## config.mk

```make
export PLATFORM = sky130hd
export DESIGN_NAME = glos_walker
export DESIGN_NICKNAME = d
export VERILOG_FILES = /design/src/hdl/glos_pkg.sv /design/src/hdl/glos_walker.sv
export SDC_FILE = /design/constraint.sdc
export NUM_CORES = 1
export LEC_CHECK = 0
export BUFFER_PORTS_ARGS = -buffer_cell sky130_fd_sc_hd__buf_2
export CAP_MARGIN = 20
export CELL_PAD_IN_SITES_DETAIL_PLACEMENT = 1
export CELL_PAD_IN_SITES_GLOBAL_PLACEMENT = 1
export CORE_MARGIN = 2
export CORE_UTILIZATION = 42
export DETAILED_ROUTE_END_ITERATION = 8
export PLACE_DENSITY_LB_ADDON = 0.25
export SLEW_MARGIN = 20
export SYNTH_ARGS = -nofsm -noshare
export SYNTH_HDL_FRONTEND = slang
export SYNTH_SLANG_ARGS = --single-unit
```

## constraint.sdc

```tcl
create_clock -name clk_i -period 3.35 [get_ports clk_i]
set_clock_uncertainty 0.15 [all_clocks]
set_input_delay 0.67 -clock clk_i [delete_from_list [all_inputs] [get_ports clk_i]]
set_output_delay 0.67 -clock clk_i [all_outputs]
set_load 0.05 [all_outputs]
```

## src/hdl/glos_pkg.sv

```systemverilog
// Shared types, constants and helpers for the grid line-of-sight checker.
// No dependencies; the walker, the top level and the checker refer to this package.
package glos_pkg;

  localparam int unsigned GRID_COLS_DEF = 256;
  localparam int unsigned GRID_ROWS_DEF = 256;

  // Coordinate width is fixed by the item fields.
  localparam int unsigned COORD_W = 8;
  // Signed error term: spans roughly -2*dRow .. +2*dCol.
  localparam int unsigned ERR_W   = COORD_W + 3;

  // Item function codes.
  localparam logic FUNC_WRITE = 1'b0;
  localparam logic FUNC_QUERY = 1'b1;

  typedef logic [COORD_W-1:0] coord_t;
  typedef logic signed [ERR_W-1:0] err_t;

  typedef enum logic [1:0] {
    W_IDLE,
    W_WALK,
    W_DRAIN,
    W_DONE
  } walk_state_e;

  // Walker status towards the top level.
  typedef struct packed {
    logic busy;
    logic done;
    logic blocked;
  } walk_stat_t;

  function automatic logic in_grid(coord_t col, coord_t row,
                                   int unsigned cols, int unsigned rows);
    return (32'(col) < cols) && (32'(row) < rows);
  endfunction

  // Linear map index, row-major.
  function automatic logic [31:0] cell_index(coord_t col, coord_t row, int unsigned cols);
    return 32'(row) * 32'(cols) + 32'(col);
  endfunction

endpackage

```

## src/hdl/glos_walker.sv

```systemverilog
// Bresenham line walker: steps one cell a cycle, issues one map read per cell
// and folds the returned bits into a blocked flag. Uses glos_pkg.
module glos_walker #(
  parameter int unsigned GRID_COLS = glos_pkg::GRID_COLS_DEF,
  parameter int unsigned GRID_ROWS = glos_pkg::GRID_ROWS_DEF,
  parameter int unsigned AW        = 16
) (
  input  logic                clk_i,
  input  logic                rst_ni,
  input  logic                start_i,
  input  glos_pkg::coord_t    col_a_i,
  input  glos_pkg::coord_t    row_a_i,
  input  glos_pkg::coord_t    col_b_i,
  input  glos_pkg::coord_t    row_b_i,
  input  logic                ack_i,
  output logic                rd_en_o,
  output logic [AW-1:0]       rd_addr_o,
  input  logic                rd_data_i,
  output glos_pkg::walk_stat_t stat_o
);

  glos_pkg::walk_state_e state_q, state_d;

  glos_pkg::coord_t col_q, col_d, row_q, row_d;
  glos_pkg::coord_t col_end_q, col_end_d, row_end_q, row_end_d;
  glos_pkg::coord_t dc_q, dc_d, dr_q, dr_d;
  logic             col_dec_q, col_dec_d, row_dec_q, row_dec_d;
  glos_pkg::err_t   err_q, err_d;
  logic             pend_q, pend_d;
  logic             blk_q, blk_d;

  logic             cur_oob, cur_last, blk_now;
  glos_pkg::err_t   dc2, dr2;
  glos_pkg::coord_t col_step, row_step;

  assign cur_oob  = !glos_pkg::in_grid(col_q, row_q, GRID_COLS, GRID_ROWS);
  assign cur_last = (col_q == col_end_q) && (row_q == row_end_q);
  assign blk_now  = blk_q | (pend_q & rd_data_i);
  assign dc2      = glos_pkg::err_t'({dc_q, 1'b0});
  assign dr2      = glos_pkg::err_t'({dr_q, 1'b0});
  assign col_step = col_dec_q ? col_q - 1'b1 : col_q + 1'b1;
  assign row_step = row_dec_q ? row_q - 1'b1 : row_q + 1'b1;

  // Next state.
  always_comb begin
    state_d = state_q;
    unique case (state_q)
      glos_pkg::W_IDLE: begin
        if (start_i) state_d = glos_pkg::W_WALK;
      end
      glos_pkg::W_WALK: begin
        if (cur_last || cur_oob || blk_now) state_d = glos_pkg::W_DRAIN;
      end
      glos_pkg::W_DRAIN: state_d = glos_pkg::W_DONE;
      glos_pkg::W_DONE: begin
        if (ack_i) state_d = glos_pkg::W_IDLE;
      end
      default: state_d = glos_pkg::W_IDLE;
    endcase
  end

  // Datapath and outputs.
  always_comb begin
    col_d     = col_q;
    row_d     = row_q;
    col_end_d = col_end_q;
    row_end_d = row_end_q;
    dc_d      = dc_q;
    dr_d      = dr_q;
    col_dec_d = col_dec_q;
    row_dec_d = row_dec_q;
    err_d     = err_q;
    pend_d    = 1'b0;
    blk_d     = blk_q;
    rd_en_o   = 1'b0;
    unique case (state_q)
      glos_pkg::W_IDLE: begin
        if (start_i) begin
          col_d     = col_a_i;
          row_d     = row_a_i;
          col_end_d = col_b_i;
          row_end_d = row_b_i;
          col_dec_d = col_b_i < col_a_i;
          row_dec_d = row_b_i < row_a_i;
          dc_d      = (col_b_i < col_a_i) ? col_a_i - col_b_i : col_b_i - col_a_i;
          dr_d      = (row_b_i < row_a_i) ? row_a_i - row_b_i : row_b_i - row_a_i;
          err_d     = glos_pkg::err_t'({1'b0, dc_d}) - glos_pkg::err_t'({1'b0, dr_d});
          blk_d     = 1'b0;
        end
      end
      glos_pkg::W_WALK: begin
        // Read the current cell; a cell off the grid counts as an obstacle.
        rd_en_o = !cur_oob;
        pend_d  = !cur_oob;
        blk_d   = blk_now | cur_oob;
        if (err_q > 0) begin
          col_d = col_step;
          err_d = err_q - dr2;
        end else if (err_q < 0) begin
          row_d = row_step;
          err_d = err_q + dc2;
        end else begin
          col_d = col_step;
          row_d = row_step;
          err_d = err_q + dc2 - dr2;
        end
      end
      glos_pkg::W_DRAIN: begin
        blk_d = blk_now;
      end
      glos_pkg::W_DONE: ;
      default: ;
    endcase
  end

  assign rd_addr_o      = AW'(glos_pkg::cell_index(col_q, row_q, GRID_COLS));
  assign stat_o.busy    = state_q != glos_pkg::W_IDLE;
  assign stat_o.done    = state_q == glos_pkg::W_DONE;
  assign stat_o.blocked = blk_q;

  always_ff @(posedge clk_i or negedge rst_ni) begin
    if (!rst_ni) begin
      state_q <= glos_pkg::W_IDLE;
      pend_q  <= 1'b0;
      blk_q   <= 1'b0;
    end else begin
      state_q <= state_d;
      pend_q  <= pend_d;
      blk_q   <= blk_d;
    end
  end

  always_ff @(posedge clk_i) begin
    col_q     <= col_d;
    row_q     <= row_d;
    col_end_q <= col_end_d;
    row_end_q <= row_end_d;
    dc_q      <= dc_d;
    dr_q      <= dr_d;
    col_dec_q <= col_dec_d;
    row_dec_q <= row_dec_d;
    err_q     <= err_d;
  end

endmodule

```

; ---- Yosys cells after proc, flatten, opt, wreduce, memory -nomap -nowiden
; Cells that the tools add are included.
[word_totals]
ff_bits = 65
output_inout_bits = 20
[classes]
add_sub_neg = 13
n_lt_le_gt_ge = 4
n_eq_ne = 10
n_mux = 22
bitwise_logic = 2
reduce_logical = 13
[ops]
columns = cell, n
row1 = two-way mux 8 bit, 9
row2 = two-way mux 11 bit, 3
row3 = one-hot mux 8 bit (2 select lines), 2
row4 = subtractor 8 bit, 4
row5 = one-hot mux 11 bit (2 select lines), 1
row6 = subtractor 11 x 10 -> 11 bit, 2
row7 = adder 16 x 8 -> 16 bit, 1
row8 = adder 8 x 1 -> 8 bit (second input constant), 2
row9 = equality test 8 bit, 2
row10 = < comparator 8 bit, 2
row11 = subtractor 8 x 1 -> 8 bit (second input constant), 2
row12 = adder 11 x 10 -> 11 bit, 1
row13 = greater-than comparator 11 x 1 -> 1 bit (second input constant), 1
row14 = < comparator 11 x 1 -> 1 bit (second input constant), 1
row15 = AND reduction 3 bit, 3
row16 = subtractor 8 x 8 -> 9 bit, 1
row17 = inequality test 2 bit (second input constant), 4
row18 = one-hot mux 2 bit (4 select lines), 1
row19 = two-way mux 2 bit, 3
row20 = AND reduction 2 bit, 3
row21 = nonzero test 2 bit, 3
row22 = equality test 2 bit (second input constant), 2
row23 = inequality test 3 bit (second input constant), 1
row24 = equality test 2 x 1 -> 1 bit (second input constant), 1
row25 = other kinds (8), 9

; ---- Depth between registers and ports, before layout
[depth]
ltp_word = 5
depth_mapped = 18
ltp_nobuf = 17

; ---- Worst setup path after synthesis
; OpenSTA, ideal clock, no wires.
[synth_timing]
path_type = input to register
start = in col_b_i[0]
end = reg err_q[9], data pin
setup_time_ns = 0.261
arrival_ns = 3.545
t_required_ns = 2.939
setup_slack_ns = -0.606
cell_stages = 17
n_path_buf = 1
cell_sequence = inv_1 ha_1 inv_1 fa_1 a21oi_1 o21ai_1 o21ai_2 buf_2 mux2_2 inv_1 fa_1 nor2b_1 o21ai_0 a21boi_0 o21a_1 o21ai_0 a311o_1
[synth_via]
elab_chain_cells = 5
word_cells_on_any_way = 7
classes_between = add/sub: 3 / order compare: 1 / mux: 3
[synth_rtl]
columns = element, line
row1 = "start, declared", glos_walker.sv:13  ; input glos_pkg::coord_t col_b_i,
row2 = subtractor 8 bit or < comparator 8 bit (tied branches), glos_walker.sv:85  ; dc_d = (col_b_i < col_a_i) ? col_a_i - col_b_i : col_b_i - col_a_i;
row3 = two-way mux 8 bit *, glos_walker.sv:85
row4 = subtractor 8 x 8 -> 9 bit *, glos_walker.sv:87  ; err_d = glos_pkg::err_t'({1'b0, dc_d}) - glos_pkg::err_t'({1'b0, dr_d});
row5 = two-way mux 11 bit *, glos_walker.sv:78  ; if (start_i) begin
row6 = one-hot mux 11 bit (2 select lines) *, glos_walker.sv:76  ; unique case (state_q)
row7 = via err_d[9], glos_walker.sv:28  ; glos_pkg::err_t err_q, err_d;
row8 = "end signal, assigned", glos_walker.sv:142  ; err_q <= err_d;
row9 = "end, declared", glos_walker.sv:28
; The timed path passes the listed nets; every way through them passes the cells marked *. The select of a mux whose other input is x is not followed.
; A chain may end at the register's enable or synchronous reset.

; ---- Worst setup path after layout
[layout_timing]
start = in row_a_i[1]
end = reg err_q[7], data pin
[layout_via]
elab_chain_cells = 5
word_cells_on_any_way = 7
classes_between = add/sub: 3 / order compare: 1 / mux: 3
[layout_rtl]
columns = element, line
row1 = "start, declared", glos_walker.sv:12  ; input glos_pkg::coord_t row_a_i,
row2 = subtractor 8 bit or < comparator 8 bit (tied branches), glos_walker.sv:86  ; dr_d = (row_b_i < row_a_i) ? row_a_i - row_b_i : row_b_i - row_a_i;
row3 = two-way mux 8 bit *, glos_walker.sv:86
row4 = subtractor 8 x 8 -> 9 bit *, glos_walker.sv:87
row5 = two-way mux 11 bit *, glos_walker.sv:78
row6 = one-hot mux 11 bit (2 select lines) *, glos_walker.sv:76
row7 = via err_d[7], glos_walker.sv:28
; Marked as above.

==> flow_summary.yaml <==
outcome:
  status: "complete, but fails checks"
  violations: "negative setup slack"
floorplanning:
  die-area_sq_um: 15200
  die_w_um: 123
  core_sq_um: 13900
  initial_core_util: 0.430
  num_rows: 43
  io_pins: 57
  die_h_um: 123
synth:
  syn-instance-count: 626
  yosysSeqAreaShare: 0.324
  yosysUniqueCellTypes: 66
  synth_area_sq_um: 5970
  synth-async-reset-ratio: 0.0615
  yosysTopAreaCellShare: 0.307
  synth_edf_count: 61
  yosysMostFrequentCell: "inv_1"
  synth_nets: 751
  synth_common_cells: "inv_1, ha_1, edfxtp_1"
  ys.flop_type: "edfxtp_1"
  yosys_warnings: 0
  synth_top_cell_by_area: "edfxtp_1"
  yosys-top-cells-area: "edfxtp_1, ha_1, inv_1"
  synth-seq-cells: 65
  synth_area_per_cell_sq_um: 9.53
critical_path:
  r2r-end: "err_q[9]$_DFFE_PP_"
  worstPathRequired_ns: 3.29
  startpoint_type: "primary input"
  slowest_delay_ns: 0.41
  critPathMaxFanout: 3
  r2r_slack_ns: -0.33
  worstSetupPathType: "primary input to flop"
  worstPathCellList: "buf_2, buf_4, inv_1, ha_1, a21oi_1, o21ai_0, mux2_4, a21o_4, xor2_4, inv_2, ha_4, buf_4, nor3_2, a21oi_1, xnor2_1, o21ai_1"
  r2r_cells: 13
  path_delay_family: "compound AO/OA/AOI/OAI gates"
  arrival_ns: 3.99
  critPathBufInv: 5
  cp-end-kind: "flop"
  r2r-start: "dc_q[0]$_DFFE_PP_"
  cp_slowest_cell: "a21oi_1"
global_route:
  grt_max_degree: 35
  grtUsageTotal: 0.318
  grt_pass1_wl_um: 36200
  grt_remaining_overflow: 0
  grt_pass1_vias: 6502
  antenna_found_initial: 0
timing:
  min_period_over_period: 1.21
  finalWorstSetupSlack_ns: -0.700
  fmax_ghz: 0.247
  tightest_slew_ns: 0.858
  max-slew-margin-rel: 0.422
  slew_violations: 0
  setup_viol: 10
  hold_slack_ns: 0.352
  fin_crit_ns: 4.05
  rsz0062_at_grt: "true"
  setup-tns-final_ns: -4.58
  hold_viol: 0
layout:
  register_area_sq_um: 1930
  area_growth_pct: 45.6
  multiInputGateArea_sq_um: 4220
  final_area_sq_um: 8680
  antenna_cells: 0
  fillers: 1545
  finalNonFillerCells: 1040
  drive_gt1_frac: 0.391
  layout.nets: 980
routing:
  dr.first_iter.drc_count: 464
  wl_per_cell_um: 26.9
  antenna_left: 0
  drtPass1Iterations: 5
  vias_per_cell: 6.06
  drc: 0
  wirelength_um: 28000
  vias: 6307
clocking:
  cts_tree: "yes"
  clock_sinks: 65
  cts.htree.levels: 3
  cts.path.max_buffers: 2
  clk_pin_slew_ns: 0.06
  clk_latency_ns: 0.36
  ctsRootBufferMaster: "clkbuf_16"
  numCtsBuffers: 9
power:
  power.density_nw_per_um2: 1030
  ir_worst_vdd_uv: 640
  p_leak_uw: 0.00392
flow_run:
  cap_viol_max_count: 0
hold_path:
  whs_path_depth: 1
  holdPathEnd: "row_end_q[6]$_DFFE_PP_"
  hp-class: "primary input to flop"
  min_from: "row_b_i[6]"
place:
  dp.final_hpwl_um: 14600
  place_congestion: 0.980
  portBuffers: 56
  placed_area_sq_um: 7440
  dp_slack_ns: -0.833
  placed_cells: 971
==> area by class of cell <==
| class | instances | area share |
|---|---|---|
| multi-input combinational | 470 | 0.485 |
| clock inverter | 6 | 0.00677 |
| inverter | 79 | 0.0376 |
| clock buffer | 10 | 0.0264 |
| tap | 180 | 0.0259 |
| timing repair buffer | 230 | 0.196 |
| sequential | 65 | 0.222 |
==> layout by cell type, fill, tap and decap left out, types with 9 or more instances in the layout <==
cell type  synthesis  routed
buf_4              1     158
nor2_1            34      28
o21ai_2            2       9
inv_1             79      72
nor3_1            11       9
o21ai_0           43      33
nor4_1             9       9
edfxtp_1          61      61
buf_6              0      17
nand2_1           31      28
buf_2              3      50
nand2b_1          11      10
a21oi_1           44      40
xnor2_1           31      27
ha_1              78      65
ha_4               0       9
xor2_1            31      26
mux2i_1           15      12
clkbuf_16          0       9
a21o_1            11      11
==> worst max-delay path by stage <==
stage	from	endpoint	slack (ns)	depth (start not counted)
2_1_floorplan	col_b_i[0]	err_q[6]$_DFFE_PP_	-0.38	18
3_5_place_dp	col_b_i[0]	err_q[7]$_DFFE_PP_	-0.83	17
3_3_place_gp	col_b_i[0]	err_q[7]$_DFFE_PP_	-0.66	17
4_1_cts	row_a_i[6]	err_q[6]$_DFFE_PP_	-0.35	15
5_1_grt	col_a_i[0]	err_q[7]$_DFFE_PP_	-0.70	19
6_report	row_a_i[1]	err_q[7]$_DFFE_PP_	-0.70	16
==> flip-flops by register name, summed over array words and instances, names as in the netlist <==
| signal | count |
|---|---|
| blk_q | 1 |
| dc_q | 8 |
| pend_q | 1 |
| col_dec_q | 1 |
| row_q | 8 |
| row_dec_q | 1 |
| col_q | 8 |
| err_q | 11 |
| col_end_q | 8 |
| dr_q | 8 |
| row_end_q | 8 |
| state_q | 2 |
==> power breakdown <==
group / switching, uW / internal [uW]
registers: 340 / 1350
clock network: 434 / 573
logic: 3630 / 2610
total: 4400 / 4530
==> cells by family after synthesis <==
family | Yosys count | share of synthesized area
AO/OA/AOI/OAI | 166 | 0.180
AND/OR/NAND/NOR | 134 | 0.112
buffers and inverters | 91 | 0.0612
adder cells (fa/ha/maj) | 88 | 0.197
flip-flops | 65 | 0.324
XOR/XNOR | 62 | 0.0910
multiplexers | 20 | 0.0352
==> layer usage <==
metal	part of all wire	global-route usage	vias up	wire (um)
met5	0	0	-	0
met4	0.057	0.152	0	1600
met3	0.063	0.0411	113	1760
met2	0.50	0.583	352	14000
met1	0.38	0.362	3144	10600
li1	-	-	2698	-
==> timing repair <==
item | CTS | global route
endpoints found under the hold margin | 4 | 0
hold buffers | 1 | 0
gates resized for setup | 62 | 54
gates cloned | 1 | 0
setup endpoints to repair | 8 | 11
pin swaps | 46 | 32
buffers inserted | 36 | 18
==> through the flow <==
| step | utilization | power [uW] |
|---|---|---|
| final | 0.626 | 8930 |
| after floorplan | - | 5120 |
| after detailed placement | 0.536 | 6830 |
| after CTS | 0.597 | 8150 |
| after global placement | 0.536 | 6540 |
| after global routing | 0.626 | 9340 |
Power figures use the tool's default switching activity.
